$ cat config.mk
export PLATFORM = sky130hd
export DESIGN_NAME = sbus_frame_receiver_top_flat
export DESIGN_NICKNAME = d
export VERILOG_FILES = /design/src/rtl/sfr_pkg.sv /design/src/rtl/sfr_if.sv /design/src/rtl/sbus_frame_receiver_top.sv /design/src/flat_wrapper.sv
export SDC_FILE = /design/constraint.sdc
export NUM_CORES = 1
export LEC_CHECK = 0
export ABC_AREA = 1
export BUFFER_PORTS_ARGS = -buffer_cell sky130_fd_sc_hd__buf_4
export CORE_MARGIN = 2
export CORE_UTILIZATION = 55
export DETAILED_ROUTE_END_ITERATION = 8
export GPL_ROUTABILITY_DRIVEN = 0
export PLACE_DENSITY = 0.73
export SLEW_MARGIN = 30
export SYNTH_ARGS = -nofsm -noshare
export SYNTH_HDL_FRONTEND = slang
export SYNTH_SLANG_ARGS = --single-unit
$ cat constraint.sdc
create_clock -name clk -period 7.7 [get_ports clk]
set_input_delay 0.385 -clock clk [delete_from_list [all_inputs] [get_ports clk]]
set_output_delay 0.385 -clock clk [all_outputs]
set_load 0.02 [all_outputs]
$ cat src/rtl/sfr_pkg.sv
package sfr_pkg;

  // Frame layout of the serial radio-control protocol.
  localparam int FRAME_LEN        = 25;
  localparam int LATCH_LEN        = 14;
  localparam int LATCH_BITS       = LATCH_LEN * 8;
  localparam int CH_BITS          = 11;
  localparam int NUM_CHANNELS_DEF = 10;
  localparam int CNT_W            = 5;

  localparam logic [7:0]  HDR_BYTE  = 8'h0f;
  localparam logic [7:0]  FTR_BYTE  = 8'h00;
  localparam logic [15:0] BAD_VALUE = 16'hffff;
  localparam logic [7:0]  GAP_RESET = 8'd3;

  typedef enum logic {
    REQ_BYTE = 1'b0,
    REQ_READ = 1'b1
  } req_t;

  typedef struct packed {
    logic        req_type;
    logic [7:0]  rx_byte;
    logic [31:0] now_ms;
    logic [3:0]  channel;
  } in_item_t;

endpackage

$ cat src/rtl/sfr_if.sv
interface sfr_in_if;
  logic        valid;
  logic        ready;
  logic        req_type;
  logic [7:0]  rx_byte;
  logic [31:0] now_ms;
  logic [3:0]  channel;

  modport source (output valid, req_type, rx_byte, now_ms, channel, input ready);
  modport sink   (input valid, req_type, rx_byte, now_ms, channel, output ready);
endinterface

interface sfr_out_if;
  logic        valid;
  logic        ready;
  logic [15:0] channel_value;
  logic [3:0]  valid_count;
  logic        frame_accepted;

  modport source (output valid, channel_value, valid_count, frame_accepted, input ready);
  modport sink   (input valid, channel_value, valid_count, frame_accepted, output ready);
endinterface

interface sfr_cfg_if;
  logic       valid;
  logic       ready;
  logic [7:0] gap_ms;

  modport source (output valid, gap_ms, input ready);
  modport sink   (input valid, gap_ms, output ready);
endinterface

$ cat src/rtl/sbus_frame_receiver_top.sv
// An accepted input transaction moves through the input register, then the result
// register. Throughput: one transaction per cycle while out_ch.ready does not stall
// the result register; the only loop is the state update.
// Reset (rst_n, synchronous, active low) clears byte count, time, valid mask and the
// pipeline valid flags, and loads gap_ms with 3. Frame and latch contents stay undefined.
module sbus_frame_receiver_top
  import sfr_pkg::*;
#(
  parameter int NUM_CHANNELS = NUM_CHANNELS_DEF
) (
  input  logic      clk,
  input  logic      rst_n,
  sfr_in_if.sink    in_ch,
  sfr_out_if.source out_ch,
  sfr_cfg_if.sink   cfg_ch
);

  localparam logic [NUM_CHANNELS-1:0] ALL_MASK = '1;

  // Input register stage. An item waits here until the result register can take
  // its result; all state is read and updated when it moves on.
  logic     s1_vld_r;
  in_item_t s1_r;
  logic     adv;

  // Result register.
  logic        out_vld_r;
  logic [15:0] out_value_r;
  logic [3:0]  out_count_r;
  logic        out_acc_r;

  // Block state. Only the frame bytes that are ever examined are kept: the header,
  // bytes 1..14 (which carry all channels) and the footer at position 24.
  logic [7:0]              gap_r;
  logic                    seen_r;
  logic [31:0]             last_r;
  logic [CNT_W-1:0]        cnt_r;
  logic [CNT_W-1:0]        cnt_nxt;
  logic [7:0]              hdr_r;
  logic [7:0]              ftr_r;
  logic [7:0]              mid_r [LATCH_LEN];
  logic [LATCH_BITS-1:0]   latch_r;
  logic [LATCH_BITS-1:0]   latch_nxt;
  logic [NUM_CHANNELS-1:0] vmask_r;
  logic [NUM_CHANNELS-1:0] vmask_nxt;

  logic                    is_byte;
  logic [31:0]             gap_c;
  logic                    close_c;
  logic                    good_c;
  logic                    accept_c;
  logic [CNT_W-1:0]        cnt_eff;
  logic                    wr_c;
  logic [NUM_CHANNELS-1:0] hit;
  logic [15:0]             value_c;
  logic [3:0]              count_c;

  // The input side takes a transaction whenever the input register is empty or its
  // item can advance, so it is taken while a result waits downstream only if empty.
  assign adv         = s1_vld_r && (!out_vld_r || out_ch.ready);
  assign in_ch.ready = !s1_vld_r || adv;
  assign cfg_ch.ready = 1'b1;

  always_ff @(posedge clk) begin
    if (!rst_n) begin
      s1_vld_r <= 1'b0;
    end else if (in_ch.ready) begin
      s1_vld_r <= in_ch.valid;
    end
  end

  always_ff @(posedge clk) begin
    if (in_ch.valid && in_ch.ready) begin
      s1_r.req_type <= in_ch.req_type;
      s1_r.rx_byte  <= in_ch.rx_byte;
      s1_r.now_ms   <= in_ch.now_ms;
      s1_r.channel  <= in_ch.channel;
    end
  end

  // Frame timing: the first byte only records its arrival time. Any later byte
  // whose distance to the previous one reaches gap_ms closes the current frame,
  // which is latched when it has the right length, header and footer.
  always_comb begin
    is_byte  = (s1_r.req_type == REQ_BYTE);
    gap_c    = s1_r.now_ms - last_r;
    close_c  = seen_r && (gap_c >= 32'(gap_r));
    good_c   = (cnt_r == CNT_W'(FRAME_LEN)) && (hdr_r == HDR_BYTE) && (ftr_r == FTR_BYTE);
    accept_c = is_byte && close_c && good_c;
    cnt_eff  = close_c ? '0 : cnt_r;
    wr_c     = adv && is_byte;
    // The count stops one past the frame length, so an overlong frame never passes.
    cnt_nxt  = (cnt_eff < CNT_W'(FRAME_LEN + 1)) ? cnt_eff + 1'b1 : cnt_eff;
  end

  // Channel k is the 11-bit little-endian field at frame bit 8 + 11k, which is
  // bit 11k of the latched bytes 1..14 taken as one vector.
  always_comb begin
    for (int i = 0; i < LATCH_LEN; i++) begin
      latch_nxt[i*8 +: 8] = mid_r[i];
    end
  end

  always_comb begin
    for (int k = 0; k < NUM_CHANNELS; k++) begin
      hit[k] = (s1_r.channel == 4'(k));
    end
    if (is_byte) begin
      value_c = '0;
    end else begin
      value_c = BAD_VALUE;
      for (int k = 0; k < NUM_CHANNELS; k++) begin
        if (hit[k] && vmask_r[k]) begin
          value_c = 16'(latch_r[k*CH_BITS +: CH_BITS]);
        end
      end
    end
    if (accept_c) begin
      vmask_nxt = ALL_MASK;
    end else if (!is_byte) begin
      vmask_nxt = vmask_r & ~hit;
    end else begin
      vmask_nxt = vmask_r;
    end
    count_c = '0;
    for (int k = 0; k < NUM_CHANNELS; k++) begin
      count_c = count_c + 4'(vmask_nxt[k]);
    end
  end

  always_ff @(posedge clk) begin
    if (!rst_n) begin
      gap_r   <= GAP_RESET;
      seen_r  <= 1'b0;
      last_r  <= '0;
      cnt_r   <= '0;
      vmask_r <= '0;
    end else begin
      if (cfg_ch.valid && cfg_ch.ready) begin
        gap_r <= cfg_ch.gap_ms;
      end
      if (wr_c) begin
        seen_r <= 1'b1;
        last_r <= s1_r.now_ms;
        cnt_r  <= cnt_nxt;
      end
      if (adv) begin
        vmask_r <= vmask_nxt;
      end
    end
  end

  // Frame byte storage, written at the position the byte lands on.
  always_ff @(posedge clk) begin
    if (wr_c) begin
      if (cnt_eff == '0) begin
        hdr_r <= s1_r.rx_byte;
      end
      if (cnt_eff == CNT_W'(FRAME_LEN - 1)) begin
        ftr_r <= s1_r.rx_byte;
      end
      for (int i = 0; i < LATCH_LEN; i++) begin
        if (cnt_eff == CNT_W'(i + 1)) begin
          mid_r[i] <= s1_r.rx_byte;
        end
      end
    end
    if (adv && accept_c) begin
      latch_r <= latch_nxt;
    end
  end

  always_ff @(posedge clk) begin
    if (!rst_n) begin
      out_vld_r <= 1'b0;
    end else if (adv) begin
      out_vld_r <= 1'b1;
    end else if (out_ch.ready) begin
      out_vld_r <= 1'b0;
    end
  end

  always_ff @(posedge clk) begin
    if (adv) begin
      out_value_r <= value_c;
      out_count_r <= count_c;
      out_acc_r   <= accept_c;
    end
  end

  assign out_ch.valid          = out_vld_r;
  assign out_ch.channel_value  = out_value_r;
  assign out_ch.valid_count    = out_count_r;
  assign out_ch.frame_accepted = out_acc_r;

  // A latched frame makes every channel valid.
  a_accept_all_valid: assert property (@(posedge clk) disable iff (!rst_n)
    (adv && accept_c) |=> (vmask_r == ALL_MASK))
    else $error("accepted frame did not set all channel-valid bits");

  a_accept_count: assert property (@(posedge clk) disable iff (!rst_n)
    (out_vld_r && out_acc_r) |-> (out_count_r == 4'(NUM_CHANNELS)))
    else $error("accepted frame reported a partial valid count");

  a_cnt_sat: assert property (@(posedge clk) disable iff (!rst_n)
    cnt_r <= CNT_W'(FRAME_LEN + 1))
    else $error("byte count passed its saturation point");

  a_value_range: assert property (@(posedge clk) disable iff (!rst_n)
    (out_vld_r && (out_value_r != BAD_VALUE)) |-> (out_value_r[15:CH_BITS] == '0))
    else $error("channel value wider than a channel field");

  a_read_keeps_time: assert property (@(posedge clk) disable iff (!rst_n)
    (adv && !is_byte) |=> ($stable(last_r) && $stable(cnt_r)))
    else $error("read request changed frame timing state");

endmodule
$ cat src/flat_wrapper.sv
// flat-port wrapper written by rule: the top's interface ports become plain ports
module sbus_frame_receiver_top_flat import sfr_pkg::*;
#(
  parameter int NUM_CHANNELS = NUM_CHANNELS_DEF
)
  (clk, rst_n, in_ch_valid, in_ch_req_type, in_ch_rx_byte, in_ch_now_ms, in_ch_channel, in_ch_ready, out_ch_valid, out_ch_channel_value, out_ch_valid_count, out_ch_frame_accepted, out_ch_ready, cfg_ch_valid, cfg_ch_gap_ms, cfg_ch_ready);
  sfr_in_if in_ch_i ();
  sfr_out_if out_ch_i ();
  sfr_cfg_if cfg_ch_i ();
  input  logic clk;
  input  logic rst_n;
  input wire logic [$bits(in_ch_i.valid)-1:0] in_ch_valid;
  input wire logic [$bits(in_ch_i.req_type)-1:0] in_ch_req_type;
  input wire logic [$bits(in_ch_i.rx_byte)-1:0] in_ch_rx_byte;
  input wire logic [$bits(in_ch_i.now_ms)-1:0] in_ch_now_ms;
  input wire logic [$bits(in_ch_i.channel)-1:0] in_ch_channel;
  output wire logic [$bits(in_ch_i.ready)-1:0] in_ch_ready;
  output wire logic [$bits(out_ch_i.valid)-1:0] out_ch_valid;
  output wire logic [$bits(out_ch_i.channel_value)-1:0] out_ch_channel_value;
  output wire logic [$bits(out_ch_i.valid_count)-1:0] out_ch_valid_count;
  output wire logic [$bits(out_ch_i.frame_accepted)-1:0] out_ch_frame_accepted;
  input wire logic [$bits(out_ch_i.ready)-1:0] out_ch_ready;
  input wire logic [$bits(cfg_ch_i.valid)-1:0] cfg_ch_valid;
  input wire logic [$bits(cfg_ch_i.gap_ms)-1:0] cfg_ch_gap_ms;
  output wire logic [$bits(cfg_ch_i.ready)-1:0] cfg_ch_ready;
  assign in_ch_i.valid = in_ch_valid;
  assign in_ch_i.req_type = in_ch_req_type;
  assign in_ch_i.rx_byte = in_ch_rx_byte;
  assign in_ch_i.now_ms = in_ch_now_ms;
  assign in_ch_i.channel = in_ch_channel;
  assign in_ch_ready = in_ch_i.ready;
  assign out_ch_valid = out_ch_i.valid;
  assign out_ch_channel_value = out_ch_i.channel_value;
  assign out_ch_valid_count = out_ch_i.valid_count;
  assign out_ch_frame_accepted = out_ch_i.frame_accepted;
  assign out_ch_i.ready = out_ch_ready;
  assign cfg_ch_i.valid = cfg_ch_valid;
  assign cfg_ch_i.gap_ms = cfg_ch_gap_ms;
  assign cfg_ch_ready = cfg_ch_i.ready;
  sbus_frame_receiver_top #(.NUM_CHANNELS(NUM_CHANNELS)) u_core (.clk(clk), .rst_n(rst_n), .in_ch(in_ch_i), .out_ch(out_ch_i), .cfg_ch(cfg_ch_i));
endmodule
==> results of run 1 <==
## cells by family after synthesis
| logic type | after synthesis | synth area share [%] |
|---|---|---|
| xor gates and xnor gates | 10 | 0.566 |
| and+or+nand+nor | 590 | 16.3 |
| AOI/OAI and AO/OA | 192 | 6.90 |
| other | 1 | 0.0242 |
| adders and majority gates | 55 | 4.79 |
| buffers and inverters | 244 | 6.11 |
| DFF | 356 | 65.3 |
## metrics by stage
| step | cell area, um^2 | utilization, % |
|---|---|---|
| after floorplan | 15500 | - |
| after global placement | 16400 | 59.2 |
| after detailed placement | 16400 | 59.2 |
| after CTS | 17500 | 63.2 |
| after global routing | 17500 | 63.2 |
| final | 17500 | 63.2 |
## registers in the layout (all words and copies together) (netlist names)
register / count
u_core.latch_r: 110
u_core.mid_r: 110
u_core.s1_r: 45
u_core.last_r: 32
u_core.out_ch.channel_value: 12
u_core.vmask_r: 10
u_core.ftr_r: 8
u_core.gap_r: 8
u_core.hdr_r: 8
u_core.cnt_r: 5
u_core.out_ch.valid_count: 4
u_core.out_ch.frame_accepted: 1
u_core.out_ch.valid: 1
u_core.s1_vld_r: 1
u_core.seen_r: 1
## layout by cell type (no fill, tap or decap), types with 4 or more instances in the layout
cell         n
clkbuf_16   37
nand2_1    364
o21bai_1     4
inv_1      201
nand3b_1     6
dfxtp_1     58
clkbuf_1    15
nor4_1      16
fa_1         7
o2111ai_1   10
edfxtp_1   298
clkinv_1     8
o21ai_0     84
o221ai_1    11
and2_1       4
nand2_2      9
a21oi_1     77
nor2_2       4
nor2_4       4
buf_4       83
nor2_1      96
nand4_1     11
xor2_1       8
ha_1        48
nor3_1       4
nand3_1     65
## power breakdown
part           switching [mW]  internal, mW  total, mW
Clock                   0.691         0.957       1.65
Sequential             0.0317          2.11       2.15
Combinational           0.225         0.130      0.354
## path summary, 6_finish.rpt
kind	from	end
max	u_core.s1_r[4]	u_core.out_ch.valid_count[2]
min	in_ch_now_ms[12]	u_core.s1_r[16]
max reg2reg	u_core.s1_r[4]	u_core.out_ch.valid_count[2]
min reg2reg	u_core.mid_r[0][4]	u_core.latch_r[4]
## synth_stat cells
cell         n
dfxtp_1     58
o21ai_0     84
nand2_2      9
nor2_1      96
buf_4        5
and2_1       4
a21oi_1     77
clkbuf_1    27
nand2_4      3
nand2_1    364
nor3_1       4
inv_2        3
o221a_2      1
nor4_1      16
nor3_2       3
nor2_2       4
o21bai_1     4
clkinv_1     3
fa_1         7
buf_2        2
xor2_1       8
nand3b_1     6
a21oi_2      1
inv_1      203
edfxtp_1   298
o22ai_1      1
o21a_1       1
buf_6        1
ha_1        48
nand4_1     11
o2111ai_1   10
conb_1       1
nor3_4       1
a31oi_1      1
nor2_4       4
a21o_1       1
o221ai_1    11
nand3_1     65
xnor2_1      2
## cell type report
class,instances,area [um^2]
timing repair buffer,83,623
sequential,356,10100
clock inverter,12,115
multi-input combinational,848,4420
fill,2151,10200
clock buffer,52,982
inverter,209,788
tap,378,473
## layer usage
layer,wire [um],vias to the layer above
met3,2240,53
li1,-,5050
met1,14500,4784
met2,14400,339
met4,652,0
met5,0,-
## worst max-delay path: cells and delay by family, from the launching register on
| family | cells | cell delay (ps) |
|---|---|---|
| fa+ha+maj | 9 | 3530 |
| simple gates | 13 | 1060 |
| buf+inv | 5 | 400 |
| compound gates | 2 | 400 |
| xor+xnor | 2 | 360 |
| flops | 1 | 320 |
==> run metrics, run 1 <==
Syn. warnings 0; crit end category register; Place WS 1370 ps; Tot Pwr 4.15 mW; # DRC 0; Post-Syn Nets 1561; Max Fclk 158 MHz; Worst R2R Setup Slack 1390 ps; Post-CTS Resized 0; Post-CTS Setup Bufs 0; syn avg cell area 10.7 um^2; post-route minimum period 6310 ps; # clock sinks 356; worst path arrival time 6570 ps; vias per inst 5.28; total routed wirelength 31.8 mm; FF+latch count, synth 356; Slowest-stage cell, CP fa_1; Cell variety after synth 39; worst-margin pin slew 903 ps; M3 GR Usage 3.66%; Num CTS Buffers 37; pin count of the biggest net entering global routing 61; Tcrit/Tclk final 81.9%; Iter 0 DRT Violations 895; met2 Usage GRT 35.9%; Routed Antenna Nets 0; drt first pass iters 5; dominant cell type by area after synthesis edfxtp_1; All-Layer GR Usage 22.4%; post-detail-place hpwl 21.5 mm; fin worst setup slack 1390 ps; worst path required time 7960 ps; Rows 61; Initial Util 55.8%; Port Buf Inserts 80; Worst Hold Slack 34.5 ps; CTS clk-pin slew, worst paths 60 ps; CTS Buffer Depth 3; die area 29500 um^2; Layout area overhead 13.2%; worst min path class in -> reg; Post-CTS Hold Buffers 0; post-DR wirelength/cell 16.4 um; Nets 1648; Max-slew headroom 39.6%; GRT met1 Usage 31.8%; # diodes 0; Synth area leaders edfxtp_1 58%, nand2_1 8.8%, dfxtp_1 7.5%; Top Ports 82; Cells after Synth 1448; crit start category register; Chip Height 172 um; VDD IR max 0.259 mV; TritonCTS clock tree built; GRT overflow 0; Pleak 7.09 nW; R2R cell count 31; # H-tree levels 2; Core Footprint 27700 um^2; global-route wire length before repair 50.7 mm; vias in the first global route 9780; die width 172 um; pwr dens 237 nW/um^2; grt peak-use layer met2; status completed; RSZ-0062 raised after global routing no; sequential area share after synthesis 65.3%; Final Setup Violations 0; Critical Path Fanout Max 10; root buf cell clkbuf_16; layout cells sized above 1 10.1%; kind of critical path reg -> reg; placed cell count 1874; Skew-Pair Late Insertion Delay 520 ps; max-cap viol count 0; max incr delay on CP 520 ps; final cell count without fillers 1938; Worst Skew 13.9 ps; final hold vios 0; WHS Path Cells 1; mapped cell area 15500 um^2; DR vias 10226; Final Max Slew Viols 0; Yosys top cell area share 57.8%; setup TNS 0 ps; CP dominant cell by count fa_1; initial antenna violation count 0
No activity file was read; power rests on OpenSTA's default activity.
==> inputs of run 2 (changes only) <==
Settings changed: ABC_AREA 1 to 0, PLACE_DENSITY 0.73 to 0.76.
Clock period 7.7 ns to 5.29 ns, I/O delays scaled along.
==> run 2 against run 1 <==
The flow now finishes with violations (setup timing). Sequential cell count unchanged. Sequential power up 45%. Routed wire length up 6.7%. Clock power up 53%. Via count up 3.8%. Non-clock buffer count up 192. Largest cell class unchanged. Largest power group unchanged.
==> run metrics, run 2 <==
Tcrit/Tclk final 123% (+42 points); Num CTS Buffers 37 (unchanged); Final Max Slew Viols 0 (unchanged); crit end category register; # clock sinks 356 (unchanged); Post-Syn Nets 1302 (-17%); layout cells sized above 1 22.0% (+12 points); worst reg2reg path endpoint u_core.out_ch.valid_count[2]; Layout area overhead 24.1%; drt first pass iters 6 (+1); WHS Path Cells 3 (+2); worst min path class in -> reg; VDD IR max 0.337 mV (+30%); # diodes 0 (unchanged); failing checks setup timing; Synth area leaders edfxtp_1 58%, dfxtp_1 7.6%, ha_1 3.9%; FF+latch count, synth 356 (unchanged); max-cap viol count 0 (unchanged); Port Buf Inserts 80 (unchanged); Worst Hold Slack 15.7 ps (-18.7 ps); dominant cell type by area after synthesis edfxtp_1; Max Fclk 153 MHz (-3.4%); fin area 19000 um^2 (+8.8%); Cells after Synth 1189 (-18%); global-route wire length before repair 53.3 mm (+5.1%); hold_sp cfg_ch_gap_ms[5]; multi-input logic area 4840 um^2 (+9.6%); EDFF count, synth 298 (unchanged); most frequent cells in the layout 298 x edfxtp_1, 223 x buf_4, 124 x nand2_1; DP Area 17200 um^2 (+5.1%); # DRC 0 (unchanged); most common cell after layout, fill and taps aside edfxtp_1; post-detail-place hpwl 22.3 mm (+3.6%); RSZ-0062 raised after global routing yes; Final Setup Violations 4 (+4); top flop regs u_core.latch_r (110), u_core.mid_r (110), u_core.s1_r (45); final hold vios 0 (unchanged); Top Ports 82 (unchanged); pin count of the biggest net entering global routing 61 (unchanged); die area 29200 um^2 (-0.81%); Core Footprint 27600 um^2 (-0.28%); Yosys top cell area share 58.3% (+0.49 points); FILL cells 1925 (-11%); worst path arrival time 6800 ps (+230 ps); Routed Antenna Nets 0 (unchanged); All-Layer GR Usage 23.5% (+1.2 points); Chip Height 171 um (-0.41%); Nets 1558 (-5.5%); total routed wirelength 33.9 mm (+6.7%); Iter 0 DRT Violations 926 (+3.5%); vias in the first global route 10264 (+4.9%); mapped cell area 15300 um^2 (-0.83%); root buf cell clkbuf_16; kind of critical path reg -> reg; sequential area share after synthesis 65.9% (+0.55 points); Initial Util 55.5% (-0.31 points); CTS clk-pin slew, worst paths 60 ps (about the same); post-DR wirelength/cell 18.3 um (+12%); Syn. warnings 0 (unchanged); GRT overflow 0 (unchanged); die width 171 um (-0.41%); syn avg cell area 12.9 um^2 (+21%); Worst R2R Setup Slack -1240 ps (-2630 ps); Tot Pwr 6.22 mW (+50%); Rows 61 (unchanged); Cell variety after synth 77 (+97%); most numerous cell in the Yosys netlist edfxtp_1; DR vias 10614 (+3.8%); fin worst setup slack -1240 ps (-2630 ps); vias per inst 5.73 (+8.6%); TritonCTS clock tree built; Max-slew headroom 40.7% (+1.2 points); worst path required time 5560 ps (-2400 ps); # H-tree levels 2 (unchanged); pwr dens 327 nW/um^2 (+38%); Most used DFF post-synth edfxtp_1; setup TNS -4420 ps (-4420 ps); Reg area 10100 um^2 (unchanged); commonest cells in the netlist 298 x edfxtp_1, 126 x nand2_1, 63 x inv_1; Util after Layout 68.9% (+5.7 points); post-route minimum period 6530 ps (+222 ps); Worst Skew 14.0 ps (+0.0834 ps); Skew-Pair Late Insertion Delay 530 ps (about the same); Hold Path Sink u_core.gap_r[5]; crit start category register; Worst R2R Start u_core.s1_r[4]; status finished, violations left; ys async rst share 0% (unchanged); CTS Buffer Depth 3 (unchanged); initial antenna violation count 0 (unchanged); Critical Path Fanout Max 3 (-7); R2R cell count 27 (-13%); worst-margin pin slew 886 ps (-17.9 ps); Pleak 6.90 nW (-2.7%)
## run 2: area by class of cell
| class | instances | area share, % |
|---|---|---|
| sequential | 356 | 53.1 |
| multi-input combinational | 712 | 25.4 |
| timing repair buffer | 275 | 11.5 |
| clock buffer | 46 | 5.04 |
| tap | 378 | 2.48 |
| inverter | 63 | 1.24 |
| clock inverter | 22 | 1.21 |
## run 2: how the worst max path moves through the flow
| stage | from | end | slack (ps) | cells past startpoint |
|---|---|---|---|---|
| after floorplan | u_core.s1_r[4] | u_core.out_ch.valid_count[2] | -1120 | 28 |
| after global placement | u_core.s1_r[4] | u_core.out_ch.valid_count[2] | -1140 | 27 |
| after detailed placement | u_core.s1_r[4] | u_core.out_ch.valid_count[2] | -1370 | 27 |
| after CTS | u_core.s1_r[4] | u_core.out_ch.valid_count[2] | -1340 | 27 |
| after global routing | u_core.s1_r[4] | u_core.out_ch.valid_count[2] | -1530 | 27 |
| final | u_core.s1_r[4] | u_core.out_ch.valid_count[2] | -1240 | 27 |
## run 2: critical path, cell delays in order (launching register included)
cell	delay, ps
edfxtp_1	370
inv_2	50
ha_4	160
fa_2	360
nand2b_4	150
a21o_1	180
and2_4	150
xnor2_2	120
ha_1	310
a21o_1	190
a21oi_2	130
o211ai_1	110
a2111oi_2	210
nor4b_2	250
o2111ai_1	140
nand4b_1	290
o31ai_4	230
or2_4	200
nand2_4	60
ha_4	240
fa_1	450
fa_1	490
inv_1	50
fa_1	470
inv_1	50
fa_2	360
fa_2	370
xor2_1	140
## run 2: what timing repair did
action / CTS / global route
hold endpoints to repair: 52 / 0
setup buffers: 4 / 2
pin swaps: 0 / 0
hold buffers: 52 / 0
setup endpoints to repair: 4 / 61
gates resized for setup: 1 / 8
## run 2: cell families (layout without fill, tap and decap cells)
kind of cell / after synthesis / in the layout / share of synthesized area [%]
xor+xnor: 10 / 10 / 0.571
buf+inv: 121 / 406 / 3.43
simple gates: 335 / 335 / 10.8
other cells: 1 / 1 / 0.0244
compound gates: 302 / 302 / 13.8
fa+ha+maj: 55 / 55 / 4.83
mux: 9 / 9 / 0.587
flops: 356 / 356 / 65.9
## run 2: per-layer routing
metal / global-route usage (%) / up-vias / wire, um
met3: 4.23 / 61 / 2830
met2: 37.9 / 470 / 15800
li1: - / 4973 / -
met1: 32.8 / 5110 / 14500
met5: 0 / - / 0
met4: 7.33 / 0 / 834
## run 2: power by group
group	internal, mW	total (mW)	switching [mW]
Clock	1.49	2.53	1.04
Combinational	0.287	0.571	0.284
Sequential	3.07	3.12	0.0454
Total	4.85	6.22	1.37
## run 2: per-stage QoR
| step | setup slack (ps) | std cells |
|---|---|---|
| 6_report | -1240 | 1852 |
| 5_1_grt | -1530 | 1852 |
| 4_1_cts | -1340 | 1850 |
| 3_5_place_dp | -1370 | 1726 |
| 3_3_place_gp | -1140 | 1726 |
| 2_1_floorplan | -1120 | 1189 |
==> inputs of run 3 (changes only) <==
Settings changed: PLACE_DENSITY 0.76 to 0.73.
Clock period 5.29 ns to 6.6 ns, I/O delays scaled along.
==> run 3 against run 2 <==
Sequential share of layout area is 2.9 points higher. Combinational power is 35% lower. Clock power is 21% lower. The run now ends clean. Via count is 6.8% lower.
==> run metrics, run 3 (synthesis gave the netlist of run 2 again) <==
Final Setup Violations 0 (-4); Place WS -170 ps (+1200 ps); Max Fclk 154 MHz (+0.78%); final cell count without fillers 1726 (-6.8%); All-Layer GR Usage 22.5% (-1.0 points); die width 171 um (unchanged); kind of critical path reg -> reg; final hold vios 0 (unchanged); CTS Buffer Depth 3 (unchanged); # DRC 0 (unchanged); fin area 18100 um^2 (-5.2%); Top Ports 82 (unchanged); Critical Path Fanout Max 3 (unchanged); die area 29200 um^2 (unchanged); Core Footprint 27600 um^2 (unchanged); sw frac 22.4% (+0.37 points); vias per inst 5.73 (about the same); Routed Antenna Nets 0 (unchanged); vias in the first global route 9593 (-6.5%); GRT overflow 0 (unchanged); cell internal pwr 3.78 mW (-22%); pwr dens 270 nW/um^2 (-17%); most frequent cells in the layout 298 x edfxtp_1, 124 x nand2_1, 102 x buf_4; Initial Util 55.5% (unchanged); worst-margin pin slew 932 ps (+46.8 ps); Final Max Slew Viols 0 (unchanged); Tot Pwr 4.87 mW (-22%); Iter 0 DRT Violations 872 (-5.8%); Worst R2R Setup Slack 120 ps (+1360 ps); Layout area overhead 17.7%; Reg power frac 51.3% (+1.2 points); VDD IR max 0.198 mV (-41%); DR vias 9897 (-6.8%); worst path arrival time 6750 ps (-50 ps); max-cap viol count 0 (unchanged); drt first pass iters 5 (-1); worst path required time 6870 ps (+1310 ps); root buf cell clkbuf_16; post-route minimum period 6480 ps (-50.7 ps); # clock sinks 356 (unchanged); Num CTS Buffers 37 (unchanged); crit end category register; Nets 1432 (-8.1%); Worst Skew 10.1 ps (-3.91 ps); worst min path class in -> reg; top flop regs u_core.latch_r (110), u_core.mid_r (110), u_core.s1_r (45); Tcrit/Tclk final 98.2% (-25 points); total routed wirelength 32.0 mm (-5.5%); post-detail-place hpwl 20.8 mm (-6.8%); Skew-Pair Late Insertion Delay 530 ps (about the same); post-DR wirelength/cell 18.6 um (+1.4%); fin worst setup slack 119 ps (+1360 ps); placed cell count 1609 (-6.8%); Max-slew headroom 37.8% (-2.9 points); most common cell after layout, fill and taps aside edfxtp_1; DP Area 16300 um^2 (-5.3%); TritonCTS clock tree built; crit start category register; Pleak 6.31 nW (-8.6%); # diodes 0 (unchanged); initial antenna violation count 0 (unchanged); Clk pwr share 41.1% (+0.4 points); Port Buf Inserts 80 (unchanged); CTS clk-pin slew, worst paths 60 ps (about the same); pin count of the biggest net entering global routing 111 (+82%); combinational cell fraction of total power 7.6% (-1.6 points); Rows 61 (unchanged); Chip Height 171 um (unchanged); layout cells sized above 1 15.4% (-6.6 points); Switch Pwr 1.09 mW (-20%); setup TNS 0 ps (+4420 ps); status completed; RSZ-0062 raised after global routing yes; global-route wire length before repair 51.1 mm (-4.2%); # H-tree levels 2 (unchanged)
## run 3: layout make-up
type | count | area, um^2
Sequential cell | 356 | 10100
Fill cell | 1997 | 9570
Multi-Input combinational cell | 712 | 4820
Timing Repair Buffer | 149 | 1250
Clock buffer | 45 | 987
Tap cell | 378 | 473
Inverter | 63 | 236
Clock inverter | 23 | 191
## run 3: worst paths after layout
check	start	depth (start not counted)	to
min reg2reg	u_core.mid_r[0][15]	0	u_core.latch_r[15]
max reg2reg	u_core.s1_r[4]	27	u_core.out_ch.valid_count[2]
min	cfg_ch_gap_ms[0]	3	u_core.gap_r[0]
max	u_core.s1_r[4]	27	u_core.out_ch.valid_count[2]
## run 3: worst max-delay path, cell delays in order, from the launching register on
cell	delay (ps)
edfxtp_1	350
inv_2	50
ha_4	160
fa_2	340
nand2b_4	150
a21o_1	170
and2_4	150
xnor2_2	120
ha_1	300
a21o_1	190
a21oi_2	130
o211ai_1	110
a2111oi_2	210
nor4b_2	240
o2111ai_1	140
nand4b_1	270
o31ai_4	230
or2_4	210
nand2_4	60
ha_4	280
fa_1	420
fa_1	500
inv_1	50
fa_1	490
inv_2	40
fa_2	370
fa_2	350
xor2_1	140
## run 3: per-layer routing
layer / up-vias / global-route usage [%] / share of wire [%]
met5: - / 0 / 0
li1: 4722 / - / -
met1: 4748 / 33.3 / 46
met3: 55 / 3.49 / 7.5
met4: 0 / 6.01 / 2.0
met2: 372 / 35.0 / 45
## run 3: power groups by stage
stage | logic [mW] | registers, mW | clock network, mW
2_1_floorplan | 0.229 | 2.53 | 0
3_3_place_gp | 0.330 | 2.55 | 0
3_5_place_dp | 0.334 | 2.55 | 0
4_1_cts | 0.363 | 2.50 | 2.03
5_1_grt | 0.410 | 2.50 | 2.12
6_report | 0.371 | 2.50 | 2.00
## run 3: what timing repair did
| item | in CTS | in global routing |
|---|---|---|
| endpoints found under the hold margin | 45 | 0 |
| gates resized for setup | 10 | 5 |
| setup buffers | 3 | 1 |
| pin swaps | 16 | 9 |
| setup endpoints to repair | 3 | 4 |
| hold buffers | 45 | 0 |
## run 3: metrics by stage
| step | hold WS [ps] | util (%) |
|---|---|---|
| 2_1_floorplan | 400 | - |
| 3_3_place_gp | 401 | 59.1 |
| 3_5_place_dp | 405 | 59.1 |
| 4_1_cts | 15.3 | 65.3 |
| 5_1_grt | 34.3 | 65.4 |
| 6_report | 31.4 | 65.4 |
